`src/hdl/lppr_pkg.sv`:
```
// Types and constants shared by the packet ring modules.
`default_nettype none

package lppr_pkg;

    // Pointer width covers the largest ring size a configuration can describe.
    localparam int PTR_W  = 11;
    localparam int LEN_W  = 7;
    localparam int CNT_W  = 7;
    localparam int BYTE_W = 8;

    // Largest packet length accepted by a start transaction.
    localparam logic [LEN_W-1:0] MAX_PACKET = 7'd64;

    // Configuration register indexes, taken from paddr bit 2.
    localparam logic REG_MAX_PACKETS = 1'b0;
    localparam logic REG_DATA_BYTES  = 1'b1;

    typedef enum logic [1:0] {
        OP_START = 2'd0,
        OP_DATA  = 2'd1,
        OP_DEQ   = 2'd2,
        OP_NONE  = 2'd3
    } opcode_t;

    typedef enum logic [1:0] {
        ST_OK      = 2'd0,
        ST_FULL    = 2'd1,
        ST_EMPTY   = 2'd2,
        ST_NO_OPEN = 2'd3
    } status_t;

    typedef enum logic [1:0] {
        S_IDLE,
        S_EXEC,
        S_DQ_LEN,
        S_DQ_RUN
    } state_t;

    // Configuration view handed from the register block to the controller.
    typedef struct packed {
        logic [PTR_W-1:0] ring_size;
        logic [CNT_W-1:0] max_packets;
        logic             ring_fits;
    } cfg_t;

    // One write port and one read port into the ring memory.
    typedef struct packed {
        logic              wr_en;
        logic [PTR_W-1:0]  wr_ptr;
        logic [BYTE_W-1:0] wr_data;
        logic              rd_en;
        logic [PTR_W-1:0]  rd_ptr;
    } mem_req_t;

    // One result transaction.
    typedef struct packed {
        logic [BYTE_W-1:0] out_byte;
        logic              last;
        status_t           status;
        logic [LEN_W-1:0]  returned_length;
        logic [CNT_W-1:0]  packets_held;
        logic              queue_empty;
    } result_t;

endpackage

`default_nettype wire

```
`src/hdl/lppr_ctrl.sv`:
```
// Sequencer of the packet ring: pointers, counters and the output register.
`default_nettype none

module lppr_ctrl (
    input  wire logic                           clk,
    input  wire logic                           rst_n,
    input  wire logic                           in_valid,
    output logic                                in_stall,
    input  wire logic [1:0]                     opcode,
    input  wire logic [lppr_pkg::LEN_W-1:0]     packet_length,
    input  wire logic [lppr_pkg::BYTE_W-1:0]    data_byte,
    input  wire logic [lppr_pkg::LEN_W-1:0]     pop_limit,
    input  wire lppr_pkg::cfg_t                 cfg,
    output lppr_pkg::mem_req_t                  mem_req,
    input  wire logic [lppr_pkg::BYTE_W-1:0]    rd_data,
    output logic                                out_valid,
    input  wire logic                           out_stall,
    output lppr_pkg::result_t                   result
);

    localparam int PW   = lppr_pkg::PTR_W;
    localparam int LW   = lppr_pkg::LEN_W;
    localparam int CW   = lppr_pkg::CNT_W;
    localparam int BW   = lppr_pkg::BYTE_W;
    localparam int SP_W = PW + 2;

    localparam logic signed [SP_W-1:0] SP_ONE = 1;

    lppr_pkg::state_t   state_reg, state_next;
    lppr_pkg::opcode_t  op_reg;
    logic [LW-1:0]      len_reg;
    logic [BW-1:0]      byte_reg;
    logic [LW-1:0]      limit_reg;

    logic [PW-1:0]      head_reg, head_next;
    logic [PW-1:0]      tail_reg, tail_next;
    logic [PW-1:0]      wp_reg, wp_next;
    logic [CW-1:0]      count_reg, count_next;
    logic [LW-1:0]      rem_reg, rem_next;
    logic               open_reg, open_next;

    logic [PW-1:0]      bptr_reg, bptr_next;
    logic [PW-1:0]      eptr_reg, eptr_next;
    logic [BW-1:0]      walk_reg, walk_next;
    logic [LW-1:0]      n_reg, n_next;
    logic [LW-1:0]      issued_reg, issued_next;
    logic               pend_reg, pend_next;
    logic               pend_last_reg, pend_last_next;

    lppr_pkg::result_t  out_reg, out_next;
    logic               out_valid_reg;
    logic               out_load;

    logic               out_free;
    logic               step_done;
    logic               take_item;
    logic               walk_done;
    logic               emit_fire;
    logic               can_issue;
    logic               reject;
    logic               publish;

    logic [PW-1:0]      head_adv, tail_adv, wp_adv, bptr_adv, eptr_adv;
    logic [CW-1:0]      count_inc, count_dec;
    logic [LW-1:0]      rem_dec;
    logic [LW-1:0]      issued_inc;
    logic [BW-1:0]      lim_ext, m_len;
    logic [LW-1:0]      n_calc;
    logic signed [SP_W-1:0] ring_d, space, need;

    // Step a ring pointer, wrapping to zero at or past the ring size.
    function automatic logic [PW-1:0] advance(input logic [PW-1:0] p,
                                              input logic [PW-1:0] s);
        logic [PW:0] n;
        n = {1'b0, p} + (PW + 1)'(1);
        return (n >= {1'b0, s}) ? '0 : n[PW-1:0];
    endfunction

    // Shared arithmetic on the current state.
    assign head_adv   = advance(head_reg, cfg.ring_size);
    assign tail_adv   = advance(tail_reg, cfg.ring_size);
    assign wp_adv     = advance(wp_reg, cfg.ring_size);
    assign bptr_adv   = advance(bptr_reg, cfg.ring_size);
    assign eptr_adv   = advance(eptr_reg, cfg.ring_size);
    assign count_inc  = (count_reg != '1) ? count_reg + CW'(1) : count_reg;
    assign count_dec  = (count_reg != '0) ? count_reg - CW'(1) : count_reg;
    assign rem_dec    = (rem_reg != '0) ? rem_reg - LW'(1) : rem_reg;
    assign issued_inc = issued_reg + LW'(1);

    // Free space check for a start transaction.
    assign ring_d = $signed(SP_W'(head_reg)) - $signed(SP_W'(tail_reg));
    assign space  = (ring_d >= 0) ? ($signed(SP_W'(cfg.ring_size)) - ring_d - SP_ONE)
                                  : (-SP_ONE - ring_d);
    assign need   = $signed(SP_W'(len_reg)) + SP_ONE;
    assign reject = (count_reg >= cfg.max_packets) || (len_reg > lppr_pkg::MAX_PACKET)
                 || !cfg.ring_fits || (need > space);

    // Bytes handed out: the smaller of limit and stored length, capped at the packet maximum.
    assign lim_ext = BW'(limit_reg);
    assign m_len   = (lim_ext < rd_data) ? lim_ext : rd_data;
    assign n_calc  = (m_len > BW'(lppr_pkg::MAX_PACKET)) ? lppr_pkg::MAX_PACKET : m_len[LW-1:0];

    // Dequeue walk and byte issue conditions.
    assign out_free  = !out_valid_reg || !out_stall;
    assign walk_done = (walk_reg == '0);
    assign emit_fire = (state_reg == lppr_pkg::S_DQ_RUN) && pend_reg && walk_done && out_free;
    assign can_issue = (state_reg == lppr_pkg::S_DQ_RUN) && (issued_reg != n_reg)
                    && (!pend_reg || emit_fire);

    assign take_item = in_valid && step_done;
    assign in_stall  = !step_done;

    // Next state, state updates and result formation.
    always_comb
    begin
        state_next     = state_reg;
        head_next      = head_reg;
        tail_next      = tail_reg;
        wp_next        = wp_reg;
        count_next     = count_reg;
        rem_next       = rem_reg;
        open_next      = open_reg;
        bptr_next      = bptr_reg;
        eptr_next      = eptr_reg;
        walk_next      = walk_reg;
        n_next         = n_reg;
        issued_next    = issued_reg;
        pend_next      = pend_reg;
        pend_last_next = pend_last_reg;
        mem_req        = '0;
        out_load       = 1'b0;
        step_done      = 1'b0;
        publish        = 1'b0;
        out_next       = '{out_byte: '0, last: 1'b1, status: lppr_pkg::ST_OK,
                           returned_length: '0, packets_held: count_reg,
                           queue_empty: (head_reg == tail_reg)};

        case (state_reg)
            lppr_pkg::S_IDLE:
            begin
                step_done = 1'b1;
            end

            lppr_pkg::S_EXEC:
            begin
                case (op_reg)
                    lppr_pkg::OP_START:
                    begin
                        if (out_free)
                        begin
                            step_done = 1'b1;
                            out_load  = 1'b1;
                            if (reject)
                            begin
                                out_next.status = lppr_pkg::ST_FULL;
                            end
                            else
                            begin
                                mem_req.wr_en   = 1'b1;
                                mem_req.wr_ptr  = head_reg;
                                mem_req.wr_data = BW'(len_reg);
                                publish         = (len_reg == '0);
                                if (publish)
                                begin
                                    head_next  = head_adv;
                                    wp_next    = head_adv;
                                    count_next = count_inc;
                                    open_next  = 1'b0;
                                    rem_next   = '0;
                                end
                                else
                                begin
                                    wp_next   = head_adv;
                                    rem_next  = len_reg;
                                    open_next = 1'b1;
                                end
                                out_next.packets_held = publish ? count_inc : count_reg;
                                out_next.queue_empty  = publish ? (head_adv == tail_reg)
                                                                : (head_reg == tail_reg);
                            end
                        end
                    end

                    lppr_pkg::OP_DATA:
                    begin
                        if (out_free)
                        begin
                            step_done = 1'b1;
                            out_load  = 1'b1;
                            if (!open_reg)
                            begin
                                out_next.status = lppr_pkg::ST_NO_OPEN;
                            end
                            else
                            begin
                                mem_req.wr_en   = 1'b1;
                                mem_req.wr_ptr  = wp_reg;
                                mem_req.wr_data = byte_reg;
                                wp_next         = wp_adv;
                                publish         = (rem_dec == '0);
                                if (publish)
                                begin
                                    head_next  = wp_adv;
                                    count_next = count_inc;
                                    open_next  = 1'b0;
                                    rem_next   = '0;
                                end
                                else
                                begin
                                    rem_next = rem_dec;
                                end
                                out_next.packets_held = publish ? count_inc : count_reg;
                                out_next.queue_empty  = publish ? (wp_adv == tail_reg)
                                                                : (head_reg == tail_reg);
                            end
                        end
                    end

                    lppr_pkg::OP_DEQ:
                    begin
                        if (head_reg == tail_reg)
                        begin
                            if (out_free)
                            begin
                                step_done       = 1'b1;
                                out_load        = 1'b1;
                                out_next.status = lppr_pkg::ST_EMPTY;
                            end
                        end
                        else
                        begin
                            // Fetch the length byte of the oldest packet.
                            mem_req.rd_en  = 1'b1;
                            mem_req.rd_ptr = tail_reg;
                            state_next     = lppr_pkg::S_DQ_LEN;
                        end
                    end

                    lppr_pkg::OP_NONE:
                    begin
                        step_done = 1'b1;
                    end

                    default:
                    begin
                        step_done = 1'b1;
                    end
                endcase
            end

            lppr_pkg::S_DQ_LEN:
            begin
                // Length byte is on the read port; set up the byte and walk pointers.
                bptr_next      = tail_adv;
                eptr_next      = tail_adv;
                walk_next      = rd_data;
                n_next         = n_calc;
                issued_next    = '0;
                pend_next      = 1'b0;
                pend_last_next = 1'b0;
                count_next     = count_dec;
                state_next     = lppr_pkg::S_DQ_RUN;
            end

            lppr_pkg::S_DQ_RUN:
            begin
                // Walk pointer steps over every stored byte to find the next packet.
                if (!walk_done)
                begin
                    eptr_next = eptr_adv;
                    walk_next = walk_reg - BW'(1);
                end

                // Byte reads run one ahead of the output register.
                if (can_issue)
                begin
                    mem_req.rd_en  = 1'b1;
                    mem_req.rd_ptr = bptr_reg;
                    bptr_next      = bptr_adv;
                    issued_next    = issued_inc;
                    pend_next      = 1'b1;
                    pend_last_next = (issued_inc == n_reg);
                end
                else if (emit_fire)
                begin
                    pend_next = 1'b0;
                end

                out_next.returned_length = n_reg;
                out_next.queue_empty     = (head_reg == eptr_reg);

                if (emit_fire)
                begin
                    out_load          = 1'b1;
                    out_next.out_byte = rd_data;
                    out_next.last     = pend_last_reg;
                    if (pend_last_reg)
                    begin
                        step_done = 1'b1;
                        tail_next = eptr_reg;
                    end
                end
                else if ((n_reg == '0) && walk_done && out_free)
                begin
                    // Zero-length packet or zero limit gives one status-only result.
                    out_load  = 1'b1;
                    step_done = 1'b1;
                    tail_next = eptr_reg;
                end
            end

            default:
            begin
                state_next = lppr_pkg::S_IDLE;
            end
        endcase

        if (take_item)
        begin
            state_next = lppr_pkg::S_EXEC;
        end
        else if (step_done)
        begin
            state_next = lppr_pkg::S_IDLE;
        end
    end

    // Control state.
    always_ff @(posedge clk or negedge rst_n)
    begin
        if (!rst_n)
        begin
            state_reg     <= lppr_pkg::S_IDLE;
            head_reg      <= '0;
            tail_reg      <= '0;
            wp_reg        <= '0;
            count_reg     <= '0;
            rem_reg       <= '0;
            open_reg      <= 1'b0;
            bptr_reg      <= '0;
            eptr_reg      <= '0;
            walk_reg      <= '0;
            n_reg         <= '0;
            issued_reg    <= '0;
            pend_reg      <= 1'b0;
            pend_last_reg <= 1'b0;
            out_valid_reg <= 1'b0;
        end
        else
        begin
            state_reg     <= state_next;
            head_reg      <= head_next;
            tail_reg      <= tail_next;
            wp_reg        <= wp_next;
            count_reg     <= count_next;
            rem_reg       <= rem_next;
            open_reg      <= open_next;
            bptr_reg      <= bptr_next;
            eptr_reg      <= eptr_next;
            walk_reg      <= walk_next;
            n_reg         <= n_next;
            issued_reg    <= issued_next;
            pend_reg      <= pend_next;
            pend_last_reg <= pend_last_next;
            out_valid_reg <= out_load || (out_valid_reg && out_stall);
        end
    end

    // Captured input transaction and output payload.
    always_ff @(posedge clk)
    begin
        if (take_item)
        begin
            op_reg    <= lppr_pkg::opcode_t'(opcode);
            len_reg   <= packet_length;
            byte_reg  <= data_byte;
            limit_reg <= pop_limit;
        end
        if (out_load)
        begin
            out_reg <= out_next;
        end
    end

    assign out_valid = out_valid_reg;
    assign result    = out_reg;

endmodule

`default_nettype wire

```
`config.mk`:
```
export PLATFORM = sky130hd
export DESIGN_NAME = lppr_ctrl
export DESIGN_NICKNAME = d
export VERILOG_FILES = /design/src/hdl/lppr_pkg.sv /design/src/hdl/lppr_ctrl.sv
export SDC_FILE = /design/constraint.sdc
export NUM_CORES = 1
export LEC_CHECK = 0
export ABC_AREA = 0
export BUFFER_PORTS_ARGS = -buffer_cell sky130_fd_sc_hd__clkbuf_2
export CORE_ASPECT_RATIO = 1.4
export CORE_MARGIN = 3
export CORE_UTILIZATION = 45
export DETAILED_ROUTE_END_ITERATION = 16
export GPL_TIMING_DRIVEN = 0
export PLACE_DENSITY = 0.7
export SKIP_LAST_GASP = 1
export SLEW_MARGIN = 30
export SYNTH_ARGS = -nofsm -noshare
export SYNTH_HDL_FRONTEND = slang
export SYNTH_SLANG_ARGS = --single-unit
```
`constraint.sdc`:
```
create_clock -name clk -period 5.8 [get_ports clk]
set_clock_uncertainty 0.05 [all_clocks]
set_input_delay 1.16 -clock clk [delete_from_list [all_inputs] [get_ports clk]]
set_output_delay 1.16 -clock clk [all_outputs]
set_load 0.05 [all_outputs]
```
==> metrics <==
run status complete, but fails checks; violated checks setup timing; H-Tree Level Count 4; Placed Cells between 1.5k and 2k; final critical-path setup slack -942 ps; number of core rows 70; Period minus WS final 6740 ps; average footprint of a synthesized cell about 8.6 um^2; number of endpoints failing setup at the final stage 19; number of buffers inserted during clock tree synthesis 17; count of nets left with antenna violations after detail routing 0; DRT Wirelength roughly 39,000 um; starting density of the core 46.4%; via/cell ratio 5.95; Worst EP required ~4600 ps; Worst path max stage delay ~420 ps; vias after detailed routing between 10k and 15k; share of cells above drive strength 1 between 10% and 20%; Placer Congestion 0.953; number of flip-flops in the largest register 26; CTS tree built; Net Count, Synth 1,601; Chip Height 201 um; commonest non-fill, non-tap cell in the layout sky130_fd_sc_hd__nor2_1; total non-filler cell area in the finished layout around 15,000 um^2; Die Footprint just under 30,000 um^2; yosys synthesis warning count 0; start of the worst register-to-register path tail_reg[1]$_DFFE_PN0P_; Peak Freq about 150 MHz; antenna cell count 0; global-route wire length before repair 61,500 um; kind of path behind the tightest hold check register to register; static leakage 6.51 nW; RSZ-0062 raised after global routing yes; slowest stage cell on the critical path sky130_fd_sc_hd__dfrtp_2; overall track demand over capacity in global routing around a quarter; non-filler cells in the finished layout 1,959; max-cap violation count 0; CP startpoint tail_reg[1]$_DFFE_PN0P_; Worst Tran Pin Value approximately 830 ps; highest net fanout along the worst path 5; clock latency on the worst-skew pair about 440 ps; Hold-fix buffers, CTS 0; routed wire length per instance between 15 and 20 um; pin count of the biggest net entering global routing just over 50; aggregate global routing overflow 0; Slew Limit Fails 0; fill cell count ~2.4k; Pre-Repair DR Iteration Count 6; Hold Violations, Final 0; number of top-level pins approximately 120; count of nets after finishing roughly 1.8k; crit path DAT ~5500 ps; Core Area 26,500 um^2; fraction of synthesis flops using an asynchronous set or reset pin around two thirds; Cells after Synth approximately 1.4k; initial antenna violation count 0; number of design-rule violations left by the first detailed-router iteration a little over 900; number of remaining DRC errors 0; kind of end point of the critical path primary output; clock input transition at the sequential cells of the worst setup and hold paths about 70 ps; netlist area before placement ~12,000 um^2; origin of the worst min-delay path pend_last_reg$_DFFE_PN0P_; maximum number of buffers from clock root to sink 2; floorplan die width between 100 and 150 um; distinct cell type count after synthesis 90; DPL Wire Length 29,500 um; clk sink count between 100 and 150; power density relative to cell area 366 nW/um^2; headroom to the max-slew limit approximately 44%; via count of the first global-routing pass ~12k; crit path launch type register; number of synthesized register bits 147; number of enable flip-flop cells after synthesis 50; final clock period utilization by the worst path 116%; count of buffers from port buffering 114; kind of critical path register to primary output; fraction of the yosys area taken by sequential cells about 32%; Top FF cell, synth sky130_fd_sc_hd__dfrtp_1; cell at the root of the clock tree sky130_fd_sc_hd__clkbuf_16; commonest non-fill, non-tap cells in the layout 135 x sky130_fd_sc_hd__nor2_1, 110 x sky130_fd_sc_hd__ha_1, 101 x sky130_fd_sc_hd__nand2_1; VDD IR-drop max ~0.00022 V; placed cell area about 14,000 um^2; synth-to-layout area growth 20.9%
==> per-stage QoR <==
stage	hold WS, ps	power [mW]	worst slack, ps	utilization [%]	TNS [ps]
after floorplan	385	3.52	-324	-	-5730
after global placement	403	4.15	-1370	51.4	-28130
after detailed placement	414	4.22	-1490	51.5	-34640
after CTS	434	5.39	-978	55.4	-18060
after global routing	482	5.79	-1170	56.1	-21480
final	432	5.43	-942	56.1	-17000
==> worst paths after layout <==
check                                             to  slack (ps)  cells past startpoint
min in group asynchronous       n_reg[2]$_DFFE_PN0P_         620                      1
setup / recovery                         mem_req[26]        -940                     28
hold reg to reg            pend_last_reg$_DFFE_PN0P_         430                      2
max in group asynchronous    tail_reg[1]$_DFFE_PN0P_        4450                      2
setup reg to reg               wp_reg[7]$_DFFE_PN0P_         240                     32
hold / removal             pend_last_reg$_DFFE_PN0P_         430                      2
==> metal layers <==
metal,vias to the layer above,part of all wire (%),track usage [%]
met5,-,0,0
li1,5549,-,-
met2,468,50,46.5
met3,124,4.9,3.27
met4,0,5.6,14.8
met1,5519,39,29.8
==> worst max-delay path: cells and delay by family, from the launching register on <==
family / cells / cell delay [ps]
and+or+nand+nor: 8 / 910
DFF: 1 / 420
buffers and inverters: 6 / 840
AOI/OAI and AO/OA: 9 / 1770
adders and majority gates: 4 / 920
xor gates and xnor gates: 1 / 220
==> synthesized netlist by cell type (31+ instances only) <==
library cell / n / area [um^2]
sky130_fd_sc_hd__nor2_1: 155 / 582
sky130_fd_sc_hd__nand3_1: 54 / 270
sky130_fd_sc_hd__dfrtp_1: 97 / 2430
sky130_fd_sc_hd__edfxtp_1: 50 / 1500
sky130_fd_sc_hd__o21ai_0: 78 / 390
sky130_fd_sc_hd__nand2_1: 101 / 379
sky130_fd_sc_hd__ha_1: 116 / 1450
sky130_fd_sc_hd__xnor2_1: 71 / 622
sky130_fd_sc_hd__a21oi_1: 67 / 335
sky130_fd_sc_hd__nor3_1: 31 / 155
sky130_fd_sc_hd__a21o_1: 37 / 278
sky130_fd_sc_hd__clkbuf_1: 59 / 221
sky130_fd_sc_hd__and3_1: 34 / 213
sky130_fd_sc_hd__inv_1: 66 / 248
==> what timing repair did <==
action	CTS	global route
buffers inserted	18	12
gates resized for setup	75	39
endpoints found under the setup margin	62	51
pin swaps	31	21
cloned	2	0
==> kinds of logic (layout without fill, tap and decap cells) <==
logic type	Yosys count	count (layout)	synth area share (%)
adders and majority gates	120	120	12.3
muxes	19	19	1.61
DFF	147	147	32.0
buffers and inverters	143	314	4.69
and+or+nand+nor	523	523	21.4
xor gates and xnor gates	99	99	7.07
AOI/OAI and AO/OA	377	377	20.9
==> report_power, final <==
part	total [mW]	internal [mW]	switching, mW
clock network	1.11	0.603	0.506
registers	1.67	1.38	0.291
logic	2.65	0.982	1.67
==> layout make-up <==
cell class                 instances  area (um^2)  share of cell area [%]
multi-input combinational       1138         8170                    55.1
sequential                       147         3940                    26.6
timing repair buffer             146         1080                    7.27
tap                              360          450                    3.04
clock buffer                      18          429                    2.89
buffer                            68          354                    2.39
inverter                          68          272                    1.83
clock inverter                    14          141                   0.954
Note: power is estimated with default switching activity, not from simulation.
