`src/hdl/lppr_pkg.sv`:
```
// Types and constants shared by the packet ring modules.
`default_nettype none

package lppr_pkg;

    // Pointer width covers the largest ring size a configuration can describe.
    localparam int PTR_W  = 11;
    localparam int LEN_W  = 7;
    localparam int CNT_W  = 7;
    localparam int BYTE_W = 8;

    // Largest packet length accepted by a start transaction.
    localparam logic [LEN_W-1:0] MAX_PACKET = 7'd64;

    // Configuration register indexes, taken from paddr bit 2.
    localparam logic REG_MAX_PACKETS = 1'b0;
    localparam logic REG_DATA_BYTES  = 1'b1;

    typedef enum logic [1:0] {
        OP_START = 2'd0,
        OP_DATA  = 2'd1,
        OP_DEQ   = 2'd2,
        OP_NONE  = 2'd3
    } opcode_t;

    typedef enum logic [1:0] {
        ST_OK      = 2'd0,
        ST_FULL    = 2'd1,
        ST_EMPTY   = 2'd2,
        ST_NO_OPEN = 2'd3
    } status_t;

    typedef enum logic [1:0] {
        S_IDLE,
        S_EXEC,
        S_DQ_LEN,
        S_DQ_RUN
    } state_t;

    // Configuration view handed from the register block to the controller.
    typedef struct packed {
        logic [PTR_W-1:0] ring_size;
        logic [CNT_W-1:0] max_packets;
        logic             ring_fits;
    } cfg_t;

    // One write port and one read port into the ring memory.
    typedef struct packed {
        logic              wr_en;
        logic [PTR_W-1:0]  wr_ptr;
        logic [BYTE_W-1:0] wr_data;
        logic              rd_en;
        logic [PTR_W-1:0]  rd_ptr;
    } mem_req_t;

    // One result transaction.
    typedef struct packed {
        logic [BYTE_W-1:0] out_byte;
        logic              last;
        status_t           status;
        logic [LEN_W-1:0]  returned_length;
        logic [CNT_W-1:0]  packets_held;
        logic              queue_empty;
    } result_t;

endpackage

`default_nettype wire

```
`src/hdl/lppr_cfg.sv`:
```
// Configuration registers of the packet ring on an APB-style port.
`default_nettype none

module lppr_cfg #(
    parameter int RING_DEPTH = 1024
) (
    input  wire logic                 clk,
    input  wire logic                 rst_n,
    input  wire logic                 psel,
    input  wire logic                 penable,
    input  wire logic                 pwrite,
    input  wire logic [2:0]           paddr,
    input  wire logic [31:0]          pwdata,
    output logic      [31:0]          prdata,
    output logic                      pready,
    output lppr_pkg::cfg_t            cfg
);

    logic [lppr_pkg::CNT_W-1:0] max_packets_reg;
    logic [9:0]                 data_bytes_reg;
    logic                       wr_fire;
    logic [lppr_pkg::PTR_W-1:0] ring_size;

    assign pready  = 1'b1;
    assign wr_fire = psel && penable && pwrite;

    // Register writes in the access phase.
    always_ff @(posedge clk or negedge rst_n)
    begin
        if (!rst_n)
        begin
            max_packets_reg <= 7'd16;
            data_bytes_reg  <= 10'd1007;
        end
        else if (wr_fire)
        begin
            if (paddr[2] == lppr_pkg::REG_MAX_PACKETS)
            begin
                max_packets_reg <= pwdata[lppr_pkg::CNT_W-1:0];
            end
            else
            begin
                data_bytes_reg <= pwdata[9:0];
            end
        end
    end

    // Read data follows the address.
    always_comb
    begin
        if (paddr[2] == lppr_pkg::REG_DATA_BYTES)
        begin
            prdata = 32'(data_bytes_reg);
        end
        else
        begin
            prdata = 32'(max_packets_reg);
        end
    end

    // Ring size is payload capacity plus one length byte per packet plus a spare slot.
    assign ring_size = lppr_pkg::PTR_W'(data_bytes_reg)
                     + lppr_pkg::PTR_W'(max_packets_reg)
                     + lppr_pkg::PTR_W'(1);

    assign cfg.ring_size   = ring_size;
    assign cfg.max_packets = max_packets_reg;
    assign cfg.ring_fits   = (32'(ring_size) <= RING_DEPTH);

endmodule

`default_nettype wire

```
`config.mk`:
```
export PLATFORM = sky130hd
export DESIGN_NAME = lppr_cfg
export DESIGN_NICKNAME = d
export VERILOG_FILES = /design/src/hdl/lppr_pkg.sv /design/src/hdl/lppr_cfg.sv
export SDC_FILE = /design/constraint.sdc
export NUM_CORES = 1
export LEC_CHECK = 0
export BUFFER_PORTS_ARGS = -buffer_cell sky130_fd_sc_hd__buf_2
export CAP_MARGIN = 40
export CORE_MARGIN = 3
export CORE_UTILIZATION = 41
export DETAILED_ROUTE_END_ITERATION = 16
export PLACE_DENSITY = 0.78
export SLEW_MARGIN = 20
export SYNTH_ARGS = -nofsm -noshare
export SYNTH_HDL_FRONTEND = slang
export SYNTH_SLANG_ARGS = --single-unit
```
`constraint.sdc`:
```
create_clock -name clk -period 2.8 [get_ports clk]
set_input_delay 0.14 -clock clk [delete_from_list [all_inputs] [get_ports clk]]
set_output_delay 0.14 -clock clk [all_outputs]
set_load 0.005 [all_outputs]
```
==> run summary, run 1 <==
TIMING
---------------------------------------------------------------------------------
Peak Freq                                                                 365 MHz
Post-route clock period utilization                                         97.8%
Hold Fails Final Rpt                                                            0
Setup repair after global routing missed its margin                          true
Slew at the pin closest to its max-slew limit                              572 ps
Final Max Slew Viols                                                            0
Setup violators final                                                           0
Tightest slew margin relative to the limit                                  61.7%
Worst clock skew                                                             0 ps
Post-route worst hold slack                                               70.8 ps
Setup TNS                                                                    0 ps
Final min period                                                          2740 ps

SYNTHESIS
---------------------------------------------------------------------------------
Avg Synthesized Cell Area                                                10.1 um2
Portion of the post-synthesis area used by sequential elements              33.6%
Portion of synthesized cell area occupied by the leading cell type          20.2%
Number of distinct library cells after synthesis                               29
Top post-synthesis cells by area                                     sky130_fd_sc_hd__dfstp_2, sky130_fd_sc_hd__mux2_2, sky130_fd_sc_hd__dfrtp_1
Cell area after technology mapping                                       1300 um2
Cell type with the highest aggregate area in the netlist             sky130_fd_sc_hd__dfstp_2
Synthesized instance count                                                    129
Total number of yosys warnings                                                  0
Synthesis-stage register bit count                                             17

FINISH
---------------------------------------------------------------------------------
Most common library cell in the layout ignoring fill and taps        sky130_fd_sc_hd__buf_2
Most frequent cells in the layout                                    sky130_fd_sc_hd__buf_2, sky130_fd_sc_hd__conb_1, sky130_fd_sc_hd__mux2_2, sky130_fd_sc_hd__dfstp_2
Final design area excluding fillers                                      1580 um2
Final-layout fill cell count                                                  274
Final net count                                                               227
Layout-stage area growth over the synthesis result                          21.1%
Post-Route Utilization                                                      54.4%
Number of flip-flops in the largest register                                   10
Share of cells above drive strength 1                                       51.7%
Total inserted antenna cells                                                    0

STATUS
---------------------------------------------------------------------------------
Result of the run                                                    finished clean

MIN PATH
---------------------------------------------------------------------------------
Hold Crit Class                                                         in -> reg

CLOCKING
---------------------------------------------------------------------------------
Worst-skew pair later-pin latency                                          280 ps
TritonCTS clock tree                                                         done
Number of buffers between clock root and the deepest sink                       2
Clock root buffer                                                    sky130_fd_sc_hd__clkbuf_4
TritonCTS buffer count                                                          3
Clk slew on worst S/H paths                                                110 ps
Htree depth                                                                     1
Number of sinks driven by the clock tree                                       17

PLACEMENT
---------------------------------------------------------------------------------
Half-perimeter wire length after placement                                2170 um
Global placement routability congestion                                     0.771
Total placed instance area                                               1480 um2
Count of buffers inserted at the top-level ports                               44

CRITICAL PATH
---------------------------------------------------------------------------------
Highest fanout seen on the critical path                                        2
Worst Setup End Kind                                                 primary output
Worst endpoint required time                                              2660 ps
Type of the worst setup path                                           reg -> out
Launching element type of the critical path                             flip-flop
Worst path arrival time                                                   2600 ps

DIE
---------------------------------------------------------------------------------
Core region area                                                         2900 um2
Initial Utilization                                                         44.9%
Top-level port count                                                           92
Horizontal die dimension                                                  62.4 um
# rows                                                                         19
DIE HEIGHT                                                                62.4 um
Full die area                                                            3890 um2

GLOBAL ROUTE
---------------------------------------------------------------------------------
All-Layer GR Usage                                                          13.8%
Largest net degree at the start of global routing                              18
Via count of the first global-routing pass                                    999
Global route overflow                                                           0
First-pass GRT wire length                                                4450 um
Initial antenna violation count                                                 0

DETAILED ROUTING
---------------------------------------------------------------------------------
Detailed-route wire length                                                2780 um
Number of nets with antenna violations after detailed routing                   0
Wire length per cell after detailed routing                               12.6 um
Iteration-0 DRC count of the detailed router                                   22
Vias per std cell                                                            4.85
Via count                                                                    1068
DRC violation count after routing                                               0
Length of the first detailed-routing pass in iterations                         4

PWR
---------------------------------------------------------------------------------
Cell Int Power                                                             723 uW
Switching portion of total power                                            39.9%
Static Leakage                                                           0.785 nW
Overall power of the completed layout                                     1.20 mW
Total power divided by cell area                                       762 nW/um2
Proportion of power drawn by combinational gates                            57.6%
Net switching power                                                        480 uW
Sequential fraction of design power                                         31.4%
Clk pwr share                                                               11.0%
Maximum resistive drop on vdd                                              453 uV

FLOW RUN
---------------------------------------------------------------------------------
Number of violations of the max-capacitance limit                               0

-- through the flow --
step | setup slack [ps] | instances
final | 62.4 | 220
after global routing | -38.5 | 220
after CTS | -19.5 | 218
after detailed placement | 146 | 212
after global placement | 135 | 212
after floorplan | 396 | 150
-- path summary, 6_finish.rpt --
kind / end / slack, ps / start / cells past startpoint
max: cfg[0] / 60 / data_bytes_reg[0] / 9
min: data_bytes_reg[7] / 70 / pwdata[7] / 2
max reg2reg: max_packets_reg[1] / 1950 / max_packets_reg[1] / 1
min reg2reg: max_packets_reg[0] / 540 / max_packets_reg[0] / 1
max in group asynchronous: data_bytes_reg[0] / 2200 / rst_n / 2
min in group asynchronous: max_packets_reg[6] / 280 / rst_n / 2
-- power groups by stage --
stage               registers, mW  logic (mW)  clock network [mW]
finish                      0.377       0.693               0.132
global route                0.389       0.766               0.144
CTS                         0.377       0.661               0.135
detailed placement          0.381       0.609                   0
global placement            0.379       0.596                   0
floorplan                   0.370       0.402                   0
-- final cells by class --
| type | count | area, um2 | share of cell area (%) |
|---|---|---|---|
| Multi-Input combinational cell | 101 | 777 | 49.2 |
| Sequential cell | 17 | 438 | 27.8 |
| Timing Repair Buffer | 48 | 253 | 16.0 |
| Tap cell | 42 | 52.6 | 3.33 |
| Inverter | 8 | 30.0 | 1.90 |
| Clock buffer | 3 | 22.5 | 1.43 |
| Clock inverter | 1 | 5.00 | 0.317 |
-- timing repair --
| action | in CTS | in global routing |
|---|---|---|
| setup endpoints to repair | 1 | 1 |
| hold buffers | 1 | 0 |
| endpoints found under the hold margin | 7 | 0 |
| buffers inserted | 1 | 2 |
| pin swaps | 4 | 3 |
| gates resized for setup | 9 | 0 |
-- synthesized netlist by cell type --
cell	number
sky130_fd_sc_hd__xnor2_1	3
sky130_fd_sc_hd__nand2b_1	2
sky130_fd_sc_hd__or4b_1	1
sky130_fd_sc_hd__o31ai_1	1
sky130_fd_sc_hd__buf_4	23
sky130_fd_sc_hd__inv_1	8
sky130_fd_sc_hd__o211ai_1	1
sky130_fd_sc_hd__a21o_1	1
sky130_fd_sc_hd__nor2_2	1
sky130_fd_sc_hd__o31a_1	2
sky130_fd_sc_hd__a21oi_1	7
sky130_fd_sc_hd__o2111a_1	1
sky130_fd_sc_hd__clkbuf_1	1
sky130_fd_sc_hd__o21a_1	1
sky130_fd_sc_hd__a31oi_1	2
sky130_fd_sc_hd__ha_1	7
sky130_fd_sc_hd__conb_1	2
sky130_fd_sc_hd__dfstp_2	10
sky130_fd_sc_hd__o21ai_0	7
sky130_fd_sc_hd__nand4b_1	1
sky130_fd_sc_hd__fa_1	1
sky130_fd_sc_hd__nor3_1	1
sky130_fd_sc_hd__dfrtp_1	7
sky130_fd_sc_hd__nor2_1	7
sky130_fd_sc_hd__nand2_1	2
sky130_fd_sc_hd__and2_1	3
sky130_fd_sc_hd__mux2_2	22
sky130_fd_sc_hd__xor2_1	3
sky130_fd_sc_hd__nand4_1	1
-- layer usage --
| metal | share of wire, % | GRT usage (%) |
|---|---|---|
| met2 | 53 | 27.3 |
| met4 | 0.50 | 3.31 |
| met5 | 0 | 0 |
| met1 | 39 | 15.1 |
| met3 | 7.8 | 2.16 |
-- worst max-delay path, stage by stage, from the launching register on --
cell and delay, ps:
sky130_fd_sc_hd__dfstp_2 550, sky130_fd_sc_hd__inv_2 50, sky130_fd_sc_hd__ha_4 150, sky130_fd_sc_hd__fa_2 350
sky130_fd_sc_hd__nand2b_4 160, sky130_fd_sc_hd__a21oi_2 130, sky130_fd_sc_hd__xor2_1 100, sky130_fd_sc_hd__or4b_4 490
sky130_fd_sc_hd__o31ai_2 180, sky130_fd_sc_hd__buf_2 150
-- cell families after synthesis --
| logic type | share of synthesized area (%) |
|---|---|
| compound gates | 10.9 |
| xor+xnor | 4.04 |
| fa+ha+maj | 8.26 |
| buf+inv | 15.9 |
| flops | 33.6 |
| mux | 19.0 |
| other cells | 0.577 |
| simple gates | 7.78 |
Note: power is estimated with default switching activity, not from simulation.
==> inputs of run 2 (changes only) <==
--- a/config.mk
+++ b/config.mk
@@ -5,12 +5,14 @@
 export SDC_FILE = /design/constraint.sdc
 export NUM_CORES = 1
 export LEC_CHECK = 0
+export ABC_AREA = 1
 export BUFFER_PORTS_ARGS = -buffer_cell sky130_fd_sc_hd__buf_2
 export CAP_MARGIN = 40
 export CORE_MARGIN = 3
-export CORE_UTILIZATION = 41
+export CORE_UTILIZATION = 46
 export DETAILED_ROUTE_END_ITERATION = 16
-export PLACE_DENSITY = 0.78
+export PLACE_DENSITY = 0.84
+export SKIP_LAST_GASP = 1
 export SLEW_MARGIN = 20
 export SYNTH_ARGS = -nofsm -noshare
 export SYNTH_HDL_FRONTEND = slang
==> constraint.sdc (replaced) <==
create_clock -name clk -period 3.55 [get_ports clk]
set_input_delay 0.1775 -clock clk [delete_from_list [all_inputs] [get_ports clk]]
set_output_delay 0.1775 -clock clk [all_outputs]
set_load 0.005 [all_outputs]
==> run summary, run 2 <==
GLOBAL ROUTE
-----------------------------------------------------------------------------------------
Largest net degree at the start of global routing                                      20   was 18
First-pass GRT wire length                                                        4560 um   was 4450 um
All-Layer GR Usage                                                                  15.7%   was 13.8%
Initial antenna violation count                                                         0   unchanged
Via count of the first global-routing pass                                           1095   was 999
Global route overflow                                                                   0   unchanged

SYNTHESIS
-----------------------------------------------------------------------------------------
Number of distinct library cells after synthesis                                       28   was 29
Number of enable flip-flop cells after synthesis                                        0   unchanged
Proportion of register bits with asynchronous set or reset after synthesis           100%   unchanged
Total number of yosys warnings                                                          0   unchanged
Top post-synthesis cells by area                                             sky130_fd_sc_hd__dfstp_2, sky130_fd_sc_hd__nand2_1, sky130_fd_sc_hd__dfrtp_1   was sky130_fd_sc_hd__dfstp_2, sky130_fd_sc_hd__mux2_2, sky130_fd_sc_hd__dfrtp_1
Most repeated cell in the gate-level netlist after synthesis                 sky130_fd_sc_hd__nand2_1   was sky130_fd_sc_hd__buf_4
Portion of synthesized cell area occupied by the leading cell type                  18.2%   was 20.2%
Synth cell count leaders                                                     sky130_fd_sc_hd__nand2_1, sky130_fd_sc_hd__inv_1, sky130_fd_sc_hd__buf_4, sky130_fd_sc_hd__o21ai_0, sky130_fd_sc_hd__dfstp_2   was sky130_fd_sc_hd__buf_4, sky130_fd_sc_hd__mux2_2, sky130_fd_sc_hd__dfstp_2, sky130_fd_sc_hd__inv_1
Synthesis-stage register bit count                                                     17   unchanged
Portion of the post-synthesis area used by sequential elements                      30.4%   was 33.6%
Ys flop type                                                                 sky130_fd_sc_hd__dfstp_2   unchanged
Cell type with the highest aggregate area in the netlist                     sky130_fd_sc_hd__dfstp_2   unchanged
Avg Synthesized Cell Area                                                        7.14 um2   was 10.1 um2
Cell area after technology mapping                                               1440 um2   was 1300 um2
Synthesized instance count                                                            202   was 129

CLOCKING
-----------------------------------------------------------------------------------------
TritonCTS clock tree                                                                 done   unchanged
Worst-skew pair later-pin latency                                                  300 ps   was 280 ps
Htree depth                                                                             1   unchanged
Number of sinks driven by the clock tree                                               17   unchanged
Clk slew on worst S/H paths                                                        100 ps   was 110 ps
TritonCTS buffer count                                                                  3   unchanged
Post-CTS repair timing setup buffer count                                               0   was 1
Quantity of hold-fixing buffers added after cts                                         1   unchanged
Post_cts resized                                                                        0   was 9
Clock root buffer                                                            sky130_fd_sc_hd__clkbuf_4   unchanged
Number of buffers between clock root and the deepest sink                               2   unchanged

FLOW RUN
-----------------------------------------------------------------------------------------
Number of violations of the max-capacitance limit                                       0   unchanged

DIE
-----------------------------------------------------------------------------------------
Top-level port count                                                                   92   unchanged
Core region area                                                                 2880 um2   was 2900 um2
Initial Utilization                                                                 50.1%   was 44.9%
Horizontal die dimension                                                          62.0 um   was 62.4 um
DIE HEIGHT                                                                        62.0 um   was 62.4 um
# rows                                                                                 19   unchanged
Full die area                                                                    3840 um2   was 3890 um2

CRITICAL PATH
-----------------------------------------------------------------------------------------
Combined buffer and inverter count along the critical path                              3   was 2
R2r endpoint                                                                 data_bytes_reg[7]   was max_packets_reg[1]
Worst path arrival time                                                           2300 ps   was 2600 ps
Highest fanout seen on the critical path                                                3   was 2
Worst endpoint required time                                                      3370 ps   was 2660 ps
Critical Path Max Stage Delay                                                      560 ps   was 550 ps
Reg-to-reg slack, setup                                                           2700 ps   was 1950 ps
Launching point of the worst reg2reg path                                    data_bytes_reg[7]   was max_packets_reg[1]
Critical Path End                                                                  cfg[0]   unchanged
Library cell contributing the largest single delay on the critical path      sky130_fd_sc_hd__dfstp_2   unchanged
Type of the worst setup path                                                   reg -> out   unchanged
Worst Setup End Kind                                                         primary output   unchanged
Critical path launch point                                                   data_bytes_reg[0]   unchanged
Number of cells on the worst reg-to-reg path                                            2   was 1
Largest delay share family, worst path                                        adder cells   was simple AND/OR/NAND/NOR gates
Launching element type of the critical path                                     flip-flop   unchanged
Number of logic stages on the critical path including buffering                        13   was 9
Cells along the critical path                                                inv_1 > ha_1 > fa_1 > inv_1 > nand2_1 > nand2_2 > nand3_1 > nand2_1 > nand3_1 > nor2_1 > nand3_1 > nand2_1 > buf_2   was inv_2 > ha_4 > fa_2 > nand2b_4 > a21oi_2 > xor2_1 > or4b_4 > o31ai_2 > buf_2

DETAILED ROUTING
-----------------------------------------------------------------------------------------
Iteration-0 DRC count of the detailed router                                           17   was 22
Via count                                                                            1256   was 1068
Vias per std cell                                                                    4.36   was 4.85
DRC violation count after routing                                                       0   unchanged
Length of the first detailed-routing pass in iterations                                 4   unchanged
Number of nets with antenna violations after detailed routing                           0   unchanged
Wire length per cell after detailed routing                                       9.87 um   was 12.6 um
Detailed-route wire length                                                        2840 um   was 2780 um

PWR
-----------------------------------------------------------------------------------------
Static Leakage                                                                   0.990 nW   was 0.785 nW
Maximum resistive drop on vdd                                                      234 uV   was 453 uV
Net switching power                                                                347 uW   was 480 uW
Proportion of power drawn by combinational gates                                    53.1%   was 57.6%
Switching portion of total power                                                    41.9%   was 39.9%
Clk pwr share                                                                       12.7%   was 11.0%
Cell Int Power                                                                     482 uW   was 723 uW
Overall power of the completed layout                                              828 uW   was 1.20 mW
Sequential fraction of design power                                                 34.3%   was 31.4%
Total power divided by cell area                                               504 nW/um2   was 762 nW/um2

TIMING
-----------------------------------------------------------------------------------------
Hold Fails Final Rpt                                                                    0   unchanged
Peak Freq                                                                         403 MHz
Final Max Slew Viols                                                                    0   unchanged
Setup repair after global routing missed its margin                                 false   was true
Post-route clock period utilization                                                 69.9%
Setup violators final                                                                   0   unchanged
Setup TNS                                                                            0 ps   unchanged
Worst clock skew                                                                     0 ps   unchanged
Final min period                                                                  2480 ps

PLACEMENT
-----------------------------------------------------------------------------------------
Count of buffers inserted at the top-level ports                                       44   unchanged
Global placement routability congestion                                             0.805   was 0.771
Half-perimeter wire length after placement                                        2400 um   was 2170 um

FINISH
-----------------------------------------------------------------------------------------
Most frequent cells in the layout                                            sky130_fd_sc_hd__nand2_1, sky130_fd_sc_hd__buf_2, sky130_fd_sc_hd__inv_1, sky130_fd_sc_hd__conb_1, sky130_fd_sc_hd__o21ai_0   was sky130_fd_sc_hd__buf_2, sky130_fd_sc_hd__conb_1, sky130_fd_sc_hd__mux2_2, sky130_fd_sc_hd__dfstp_2
Share of cells above drive strength 1                                               30.9%   was 51.7%
Total inserted antenna cells                                                            0   unchanged
Final-layout fill cell count                                                          289   was 274
Most common library cell in the layout ignoring fill and taps                sky130_fd_sc_hd__nand2_1   was sky130_fd_sc_hd__buf_2
Layout-stage area growth over the synthesis result                                  14.1%   was 21.1%
Final net count                                                                       295   was 227
Number of flip-flops in the largest register                                           10   unchanged

MIN PATH
-----------------------------------------------------------------------------------------
Cell depth of the worst hold path                                                       3   was 2
Hold Crit Class                                                                 in -> reg   unchanged

STATUS
-----------------------------------------------------------------------------------------
Result of the run                                                            finished clean   unchanged

==> run 2: changes by cell type in the layout (fill, tap and decap cells not counted), sizes merged, moves of 3 or more <==
cell and change:
buf -3, inv +26, and2 -3, mux2 -21
nand3 +11, o21ai +9, nand2 +62
==> run 2: logic make-up (layout without fill, tap and decap cells) <==
kind of cell             Yosys count  count (layout)  share of synthesized area, %
AO/OA/AOI/OAI                     23              23                          9.72
multiplexers                       1               1                         0.781
AND/OR/NAND/NOR                   86              86                          26.1
other                              2              23                         0.521
buffers and inverters             61              84                          22.0
adder cells (fa/ha/maj)            8               8                          7.47
flip-flops                        17              17                          30.4
XOR/XNOR                           4               4                          2.95
==> run 2: worst min-delay path by stage <==
stage | start | endpoint | slack, ps
after floorplan | rst_n | data_bytes_reg[4] | -120
after global placement | rst_n | max_packets_reg[0] | 100
after detailed placement | rst_n | max_packets_reg[1] | 110
after CTS | pwdata[1] | data_bytes_reg[1] | 100
after global routing | pwdata[8] | data_bytes_reg[8] | 110
final | pwdata[4] | max_packets_reg[4] | 100
==> run 2: layer usage <==
metal | track usage, % | wire length, um
met1 | 18.8 | 1230
met2 | 27.8 | 1400
met3 | 1.45 | 138
met4 | 8.18 | 78
met5 | 0 | 0
==> run 2: power by group through the flow <==
stage / combinational [mW] / clock, mW / sequential, mW
final: 0.440 / 0.105 / 0.284
after global placement: 0.434 / 0 / 0.285
after floorplan: 0.316 / 0 / 0.280
after CTS: 0.448 / 0.109 / 0.283
after detailed placement: 0.446 / 0 / 0.286
after global routing: 0.512 / 0.112 / 0.290
==> run 2: layout make-up <==
type	count	area (um2)	share of cell area (%)
inverters	35	131	7.99
multi-input cells	145	764	46.5
clock buffers	3	22.5	1.37
repair buffers	45	230	14.0
well taps	42	52.6	3.20
flip-flops and latches	17	438	26.6
clock inverters	1	5.00	0.304
==> run 2: worst reg2reg max path, cell delays in order (launching register included) <==
cell	delay, ps
sky130_fd_sc_hd__dfstp_2	570
sky130_fd_sc_hd__inv_1	90
sky130_fd_sc_hd__a21oi_1	130
==> run 2: stage by stage <==
step / worst slack [ps] / cell area [um2] / utilization [%] / hold slack, ps / instances
floorplan: 1610 / 1520 / - / -118 / 223
global placement: 1390 / 1610 / 55.9 / 103 / 283
detailed placement: 1380 / 1610 / 55.9 / 112 / 283
CTS: 1040 / 1640 / 57.2 / 98.6 / 288
global route: 863 / 1640 / 57.2 / 112 / 288
finish: 1070 / 1640 / 57.2 / 99.9 / 288
